`config.mk`:
```
export PLATFORM = sky130hd
export DESIGN_NAME = tlsa_ctrl
export DESIGN_NICKNAME = d
export VERILOG_FILES = /design/src/sv/tlsa_pkg.sv /design/src/sv/tlsa_ctrl.sv
export VERILOG_INCLUDE_DIRS = /design/src /design/src/sv
export SDC_FILE = /design/constraint.sdc
export NUM_CORES = 1
export LEC_CHECK = 0
export ABC_AREA = 1
export BUFFER_PORTS_ARGS = -buffer_cell sky130_fd_sc_hd__buf_2
export CORE_MARGIN = 3
export CORE_UTILIZATION = 53
export CTS_CLUSTER_DIAMETER = 120
export DETAILED_ROUTE_END_ITERATION = 16
export PLACE_DENSITY = 0.81
export SYNTH_ARGS = -nofsm -noshare
export SYNTH_HDL_FRONTEND = slang
export SYNTH_SLANG_ARGS = --single-unit
```
`constraint.sdc`:
```
create_clock -name clk -period 2.05 [get_ports clk]
set_input_delay 0.41 -clock clk [delete_from_list [all_inputs] [get_ports clk]]
set_output_delay 0.41 -clock clk [all_outputs]
set_load 0.01 [all_outputs]
```
`src/sv/two_level_sector_allocator_top_assert.svh`:
```
// Assertion macros shared by the sector allocator RTL.
// No dependencies; included by files that carry assertions.
`ifndef TWO_LEVEL_SECTOR_ALLOCATOR_TOP_ASSERT_SVH
`define TWO_LEVEL_SECTOR_ALLOCATOR_TOP_ASSERT_SVH

// same-cycle implication, disabled during reset
`define TLSA_ASSERT_IMP(label, clk, rst_n, ante, cons, msg) \
  label: assert property (@(posedge clk) disable iff (!rst_n) (ante) |-> (cons)) \
    else $error(msg);

// next-cycle implication, disabled during reset
`define TLSA_ASSERT_NXT(label, clk, rst_n, ante, cons, msg) \
  label: assert property (@(posedge clk) disable iff (!rst_n) (ante) |=> (cons)) \
    else $error(msg);

`endif

```
`src/sv/tlsa_pkg.sv`:
```
// Shared types, codes and helpers for the two-level sector allocator.
// No dependencies.
`default_nettype none

package tlsa_pkg;

  localparam int SECTOR_W  = 19;
  localparam int FLAG_COLS = 64;
  // divide phases: quotient, then remainder
  localparam int DIV_STEPS = 2;

  typedef enum logic [1:0] {
    ST_DONE    = 2'd0,
    ST_NOSPACE = 2'd1,
    ST_IGNORED = 2'd2
  } status_t;

  localparam logic KIND_ALLOC = 1'b0;
  localparam logic KIND_FREE  = 1'b1;

  typedef struct packed {
    logic    lat_in;
    logic    div_step;
    logic    div_start_w;
    logic    div_take_w;
    logic    row_rd_scan;
    logic    row_rd_grp;
    logic    row_latch;
    logic    scan_eval;
    logic    bm_rd;
    logic    bm_wr_clr;
    logic    bm_wr_set;
    logic    bm_wr_open;
    logic    word_clr;
    logic    word_inc;
    logic    set_used;
    logic    clr_used;
    logic    set_full;
    logic    clr_full;
    logic    row_wr;
    logic    sect1;
    logic    sect2;
    logic    set_status;
    status_t status_code;
    logic    out_load;
  } cmd_t;

  typedef struct packed {
    logic div_done;
    logic oob;
    logic rd_col_used;
    logic partial_any;
    logic unused_any;
    logic last_row;
    logic last_word;
    logic word_free;
    logic word_full_after;
    logic word_full;
    logic word_nonzero;
    logic out_busy;
  } stat_t;

  // index of the lowest set bit, 0 when none
  function automatic logic [5:0] lowest_bit(input logic [63:0] v);
    logic [5:0] r;
    r = 6'd0;
    for (int i = 63; i >= 0; i--) begin
      if (v[i]) r = 6'(i);
    end
    return r;
  endfunction

endpackage

`default_nettype wire

```
`src/sv/tlsa_ctrl.sv`:
```
// Sequencer of the sector allocator: issues datapath commands per request.
// Depends on tlsa_pkg and the assertion header.
`default_nettype none
`include "two_level_sector_allocator_top_assert.svh"

module tlsa_ctrl (
  input  wire logic            clk,
  input  wire logic            rst_n,
  input  wire logic            in_valid,
  input  wire logic            in_kind,
  output logic                 in_ready,
  input  wire tlsa_pkg::stat_t stat,
  output tlsa_pkg::cmd_t       cmd
);

  typedef enum logic [19:0] {
    S_IDLE   = 20'h00001,
    S_DIV_G  = 20'h00002,
    S_DIV_W  = 20'h00004,
    S_F_ROW  = 20'h00008,
    S_F_BIT  = 20'h00010,
    S_CLR_RD = 20'h00020,
    S_CLR_CK = 20'h00040,
    S_A_RD   = 20'h00080,
    S_A_CK   = 20'h00100,
    S_O_RD   = 20'h00200,
    S_O_ROW  = 20'h00400,
    S_O_WR   = 20'h00800,
    S_P_RD   = 20'h01000,
    S_P_CK   = 20'h02000,
    S_Q_RD   = 20'h04000,
    S_Q_CK   = 20'h08000,
    S_SECT1  = 20'h10000,
    S_SECT2  = 20'h20000,
    S_WB     = 20'h40000,
    S_OUT    = 20'h80000
  } state_t;

  state_t state_r, state_nxt;

  assign in_ready = (state_r == S_IDLE);

  always_comb begin
    cmd = '0;
    cmd.status_code = tlsa_pkg::ST_DONE;
    state_nxt = state_r;
    case (state_r)
      S_IDLE: begin
        if (in_valid) begin
          cmd.lat_in = 1'b1;
          state_nxt = (in_kind == tlsa_pkg::KIND_FREE) ? S_DIV_G : S_A_RD;
        end
      end
      S_DIV_G: begin
        if (!stat.div_done) cmd.div_step = 1'b1;
        else begin
          cmd.div_start_w = 1'b1;
          state_nxt = S_DIV_W;
        end
      end
      S_DIV_W: begin
        if (!stat.div_done) cmd.div_step = 1'b1;
        else begin
          cmd.div_take_w = 1'b1;
          cmd.row_rd_grp = 1'b1;
          if (stat.oob) begin
            cmd.set_status = 1'b1;
            cmd.status_code = tlsa_pkg::ST_IGNORED;
            state_nxt = S_OUT;
          end else begin
            state_nxt = S_F_ROW;
          end
        end
      end
      S_F_ROW: begin
        cmd.row_latch = 1'b1;
        if (!stat.rd_col_used) begin
          cmd.set_status = 1'b1;
          cmd.status_code = tlsa_pkg::ST_IGNORED;
          state_nxt = S_OUT;
        end else begin
          cmd.bm_rd = 1'b1;
          state_nxt = S_F_BIT;
        end
      end
      S_F_BIT: begin
        cmd.bm_wr_clr = 1'b1;
        cmd.clr_full = 1'b1;
        cmd.word_clr = 1'b1;
        state_nxt = S_CLR_RD;
      end
      S_CLR_RD: begin
        cmd.bm_rd = 1'b1;
        state_nxt = S_CLR_CK;
      end
      S_CLR_CK: begin
        if (stat.word_nonzero || stat.last_word) begin
          cmd.clr_used = !stat.word_nonzero;
          cmd.set_status = 1'b1;
          cmd.status_code = tlsa_pkg::ST_DONE;
          state_nxt = S_WB;
        end else begin
          cmd.word_inc = 1'b1;
          state_nxt = S_CLR_RD;
        end
      end
      S_A_RD: begin
        cmd.row_rd_scan = 1'b1;
        state_nxt = S_A_CK;
      end
      S_A_CK: begin
        cmd.scan_eval = 1'b1;
        if (stat.partial_any) begin
          cmd.word_clr = 1'b1;
          state_nxt = S_P_RD;
        end else if (stat.last_row) begin
          if (stat.unused_any) state_nxt = S_O_RD;
          else begin
            cmd.set_status = 1'b1;
            cmd.status_code = tlsa_pkg::ST_NOSPACE;
            state_nxt = S_OUT;
          end
        end else begin
          state_nxt = S_A_RD;
        end
      end
      S_O_RD: begin
        cmd.row_rd_grp = 1'b1;
        state_nxt = S_O_ROW;
      end
      S_O_ROW: begin
        cmd.row_latch = 1'b1;
        cmd.word_clr = 1'b1;
        state_nxt = S_O_WR;
      end
      S_O_WR: begin
        cmd.bm_wr_open = 1'b1;
        cmd.set_used = 1'b1;
        cmd.clr_full = 1'b1;
        if (stat.last_word) begin
          cmd.set_status = 1'b1;
          cmd.status_code = tlsa_pkg::ST_DONE;
          state_nxt = S_SECT1;
        end else begin
          cmd.word_inc = 1'b1;
        end
      end
      S_P_RD: begin
        cmd.bm_rd = 1'b1;
        state_nxt = S_P_CK;
      end
      S_P_CK: begin
        if (stat.word_free) begin
          cmd.bm_wr_set = 1'b1;
          cmd.set_status = 1'b1;
          cmd.status_code = tlsa_pkg::ST_DONE;
          if (!stat.word_full_after) state_nxt = S_SECT1;
          else if (stat.last_word) begin
            cmd.set_full = 1'b1;
            state_nxt = S_SECT1;
          end else begin
            cmd.word_inc = 1'b1;
            state_nxt = S_Q_RD;
          end
        end else if (stat.last_word) begin
          cmd.set_full = 1'b1;
          cmd.set_status = 1'b1;
          cmd.status_code = tlsa_pkg::ST_NOSPACE;
          state_nxt = S_WB;
        end else begin
          cmd.word_inc = 1'b1;
          state_nxt = S_P_RD;
        end
      end
      S_Q_RD: begin
        cmd.bm_rd = 1'b1;
        state_nxt = S_Q_CK;
      end
      S_Q_CK: begin
        if (!stat.word_full) state_nxt = S_SECT1;
        else if (stat.last_word) begin
          cmd.set_full = 1'b1;
          state_nxt = S_SECT1;
        end else begin
          cmd.word_inc = 1'b1;
          state_nxt = S_Q_RD;
        end
      end
      S_SECT1: begin
        cmd.sect1 = 1'b1;
        state_nxt = S_SECT2;
      end
      S_SECT2: begin
        cmd.sect2 = 1'b1;
        state_nxt = S_WB;
      end
      S_WB: begin
        cmd.row_wr = 1'b1;
        state_nxt = S_OUT;
      end
      S_OUT: begin
        if (!stat.out_busy) begin
          cmd.out_load = 1'b1;
          state_nxt = S_IDLE;
        end
      end
      default: state_nxt = S_IDLE;
    endcase
  end

  always_ff @(posedge clk) begin
    if (!rst_n) state_r <= S_IDLE;
    else        state_r <= state_nxt;
  end

  `TLSA_ASSERT_NXT(a_accept_leaves_idle, clk, rst_n, in_valid && in_ready, state_r != S_IDLE, "accepted beat did not start work")

endmodule

`default_nettype wire

```
* Yosys cells after proc, flatten, opt, wreduce, memory -nomap -nowiden
Index checks and enable logic that the tools add are counted.
Widths: inputs -> output; s select.
** Storage, ports and cells
- Output and inout bits :: 26
- Memories kept :: 0
- Bits in writable memories :: 0
- Bits of input ports :: 16
- Bits in latches :: 0
- Bits in registers :: 20
- ROM bits :: 0
- Logic and storage cells :: 101
** Operators by class
- Shift operators :: 0
- Reduce and logical (&&, ||, !) cells :: 8
- $add $sub $neg :: 0
- Multipliers :: 0
- Eq/ne operators :: 25
- Bitwise operators :: 0
- Magnitude comparators :: 0
- Divide/modulo/power cells :: 0
- Muxes and demuxes :: 67
** Operators with widths (number)
- $pmux 20 s20 :: 1
- $mux 20 :: 12
- $mux 19 :: 2
- $mux 17 :: 2
- $mux 1 :: 33
- $mux 3 :: 10
- $eq 20x1->1 const B :: 1
- $eq 20x10->1 const B :: 1
- $eq 20x11->1 const B :: 1
- $eq 20x12->1 const B :: 1
- $eq 20x13->1 const B :: 1
- $eq 20x14->1 const B :: 1
- $eq 20x15->1 const B :: 1
- $eq 20x16->1 const B :: 1
- $eq 20x17->1 const B :: 1
- $eq 20x18->1 const B :: 1
- $eq 20x19->1 const B :: 1
- $eq 20x2->1 const B :: 1
- $eq 20x20->1 const B :: 1
- $eq 20x3->1 const B :: 1
- $eq 20x4->1 const B :: 1
- $eq 20x5->1 const B :: 1
- $eq 20x6->1 const B :: 1
- $eq 20x7->1 const B :: 1
- other kinds (12) :: 22

* Logic depth before layout (Yosys ltp)
- Depth after elaboration :: 4
- Mapped depth :: 12
- Depth with buffers taken out :: 12

* Worst setup path before layout
OpenSTA, ideal clock, no wires.
- Kind :: register -> output
- From :: register state_r[4]
- To :: output port cmd[3] (netlist bit)
- Data required time :: 1640 ps
- Path slack :: 349 ps
- Arrival :: 1291 ps
- Stages on the path, launching flop included :: 10
- Buffers on the path :: 0
- Cell sequence :: dfxtp_1 -> nor2_2 -> nand2_4 -> nor2_4 -> nand2_2 -> inv_2 -> nand2_2 -> o21ai_0 -> a21oi_1 -> nand3_1
** RTL lines
- start, declared :: RTL line tlsa_ctrl.sv:39 : state_t state_r, state_nxt;
- start signal, assigned :: RTL line tlsa_ctrl.sv:213 : else state_r <= state_nxt;
- end, declared :: RTL line tlsa_ctrl.sv:13 : output tlsa_pkg::cmd_t cmd

==> metrics.md <==
| Metric | Value |
|---|---|
| DRT iter0 DRCs | `430` |
| Hpwl dp | `3678 microns` |
| Clock share of power | `11.4%` |
| Post-synth EDFFs | `0` |
| Largest regs | `state_r (20)` |
| Die Width | `roughly 63 microns` |
| Period utilization | `118.8%` |
| CTS tree | `built` |
| Per-cell routed wire length | `22.60 microns` |
| IO Pins | `42` |
| Status | `finished, violations left` |
| Main synth FF type | `dfxtp_1` |
| CTS sink count | `20` |
| Crit end category | `output port` |
| Fin util | `93.44%` |
| Sw frac | `roughly half` |
| Int Power | `1.612 mW` |
| Register-to-register setup slack | `-0.18 ns` |
| Max reg flops | `20` |
| Seq cells post-synth | `20` |
| CP Data Required Time | `1.64 ns` |
| CP max stage cell | `dfxtp_4` |
| Pre-CTS setup slack | `0.1295 ns` |
| Biggest register | `state_r` |
| DR DRC count | `0` |
| Logic pwr share | `a little over 70%` |
| Synth cell types | `34` |
| WS Path Type | `reg2out` |
| Failing checks | `negative setup slack` |
| Number of global-route vias before repair | `1,883` |
| Total die area | `3939 sq um` |
| Final nets | `361` |
| Clock transition at path regs | `roughly 0.14 ns` |
| GP Congestion | `roughly 0.98` |
| Core footprint | `2900 sq um` |
| Hold_ws | `around 0.35 ns` |
| Unrepaired setup endpoints after global routing | `yes` |
| PnR Total Power | `roughly 3.2 mW` |
| Worst-Skew Late Latency | `0.34 ns` |
| Syn Area/Cell | `6.671 sq um` |
| Overall routing resource usage | `28.10%` |
| Hold buffers post-CTS | `0` |
| Pre-antenna DRT Iters | `8` |
| Worst setup SP type | `flip-flop` |
| Hold Fails Final Rpt | `0` |
| Die Span Y | `62.77 microns` |
| Final-report max-slew violation count | `0` |
| Async S/R FF share, synth | `0%` |
| Min Tclk post-route | `2.434 ns` |
| Design Area, Final | `2710 sq um` |
| Synthesized area | `1708 sq um` |
| Pwr per Cell Area | `1171 nW/um^2` |
| Leak | `1.442 nW` |
| Sequential group share of total power | `16.3%` |
| Row count | `19` |
| Setup ws final | `-0.3845 ns` |
| Initial antenna violation count | `0` |
| Max cap viols | `0` |
| CTS Buffer Depth | `2` |
| Clk root buf | `clkbuf_4` |
| CP Max Fanout | `3` |
| Routed wire length | `around 8700 microns` |
| Antenna fix cells | `0` |
| Clock skew | `0.003995 ns` |
| DR vias | `between 2,000 and 3,000` |
| Port Buffer Count | `41` |
| Synth warn | `0` |
| Footprint of the multi-input gates | `about 1300 sq um` |
| Worst EP arrival | `2.02 ns` |
| Sequential cell area fraction in the yosys report | `23.44%` |
| Global-route wire length before repair | `8914 microns` |
| Worst vdd ir | `0.9581 mV` |
| CTS Buf Count | `3` |
| Crit-path cells | `nor2_4, nand2_4, inv_1, nand2_1, nor2_2, nand3_1, o21ai_1, a21oi_1, nand3_2, buf_2` |
| Cell count after synthesis | `between 200 and 300` |
| Setup TNS | `-5.343 ns` |
| Area growth syn-to-layout | `58.68%` |
| Fraction of layout cells with a size suffix above 1 | `54.65%` |
| Post-place instance area | `1987 sq um` |
| Max H-tree Level | `1` |
| FF/Latch Area | `424.2 sq um` |
| Dpl cells | `approximately 340` |
| Post-Layout Cell Count | `386` |
| # setup viols final | `33` |
| Largest net degree at the start of global routing | `20` |
| Yosys top cell by area | `dfxtp_1` |
| Total gr overflow | `0` |
| Worst Max-Slew Pin Slew | `between 0.5 and 0.6 ns` |
| Achievable frequency | `about 410 MHz` |
| Hold Path Class | `in2reg` |
| Routed vias/inst | `6.565` |
| Peak per-stage delay on the critical path | `0.39 ns` |
| DRT antenna net count | `0` |
| Post-synth net total | `about 270` |
| Initial Util | `58.89%` |
| Top post-synthesis cells by area | `dfxtp_1 23%, inv_1 9.9%, nand2_1 9.5%` |
| Slew headroom | `roughly two thirds` |
| Sw Pwr | `1.563 mW` |
| Area share of the largest cell type after synthesis | `about a quarter` |
| Fillers | `roughly 110` |
==> cells in the mapped netlist, types with 2 or more instances <==
cell,number
and3_1,2
nor3_2,12
nand2_1,43
nand2_2,7
nand2_4,4
nand3_1,23
nand3b_4,2
nand4_1,10
nand3b_1,3
nor2_4,5
inv_1,45
nor2_8,2
nor2_1,31
nor3_1,9
nor2_2,8
dfxtp_1,20
inv_2,6
nor3b_2,2
o21ai_0,3
a21oi_1,5
==> layout by cell type, fill, tap and decap left out, types with 5 or more instances in the layout <==
cell     Yosys  layout
nand4_1     10      10
nand3_4      1       9
nand2_1     43      39
a21oi_1      5       5
dfxtp_1     20       7
nand2_4      4      10
buf_2        0      32
nor3_1       9       8
inv_1       45      37
nand2_2      7       5
dfxtp_2      0      10
buf_4        1      36
nor2_1      31      23
nand3_1     23      14
buf_6        0      15
inv_2        6      12
nor2_2       8       7
nor3_2      12      13
nor2_4       5      14
==> logic make-up after synthesis <==
group                  share of synthesized area (%)
DFF                                            23.44
buffers and inverters                          13.04
AOI/OAI and AO/OA                              4.030
and+or+nand+nor                                59.49
==> worst max-delay path: cells and delay by family, from the launching register on <==
kind,cells,cell delay [ns]
AND/OR/NAND/NOR,6,0.84
flip-flops,1,0.39
AO/OA/AOI/OAI,2,0.24
buffers and inverters,2,0.21
==> metal layers <==
metal / vias up / global-route usage (%) / share of wire [%]
met2: 310 / 49.93 / 45
met1: 1107 / 33.95 / 33
met5: - / 0 / 0
met4: 0 / 10.74 / 9.2
li1: 1001 / - / -
met3: 116 / 3.957 / 13
==> layout make-up <==
cell class	instances	share of cell area, %
Tap cell	42	1.939
Multi-Input combinational cell	182	48.34
Sequential cell	20	15.65
Clock inverter	1	1.108
Timing Repair Buffer	87	24.88
Clock buffer	3	0.8310
Inverter	51	7.248
==> power by group through the flow <==
stage,logic (mW),registers (mW),clock network [mW]
3_3_place_gp,1.14,0.489,0
6_report,2.29,0.519,0.362
4_1_cts,1.42,0.503,0.333
5_1_grt,2.34,0.525,0.367
3_5_place_dp,1.16,0.492,0
2_1_floorplan,0.955,0.485,0
==> timing repair <==
item                                    4_1_cts  5_1_grt
buffers inserted                             20       23
resized for setup                            34       59
pin swaps                                    20       18
endpoints found under the setup margin       14       26
==> final timing paths <==
path / startpoint / endpoint / cells past startpoint
max: state_r[11] / cmd[3] / 10
min: rst_n / state_r[19] / 3
max reg2reg: state_r[11] / state_r[2] / 13
min reg2reg: state_r[11] / state_r[11] / 4
Power figures use the tool's default switching activity.
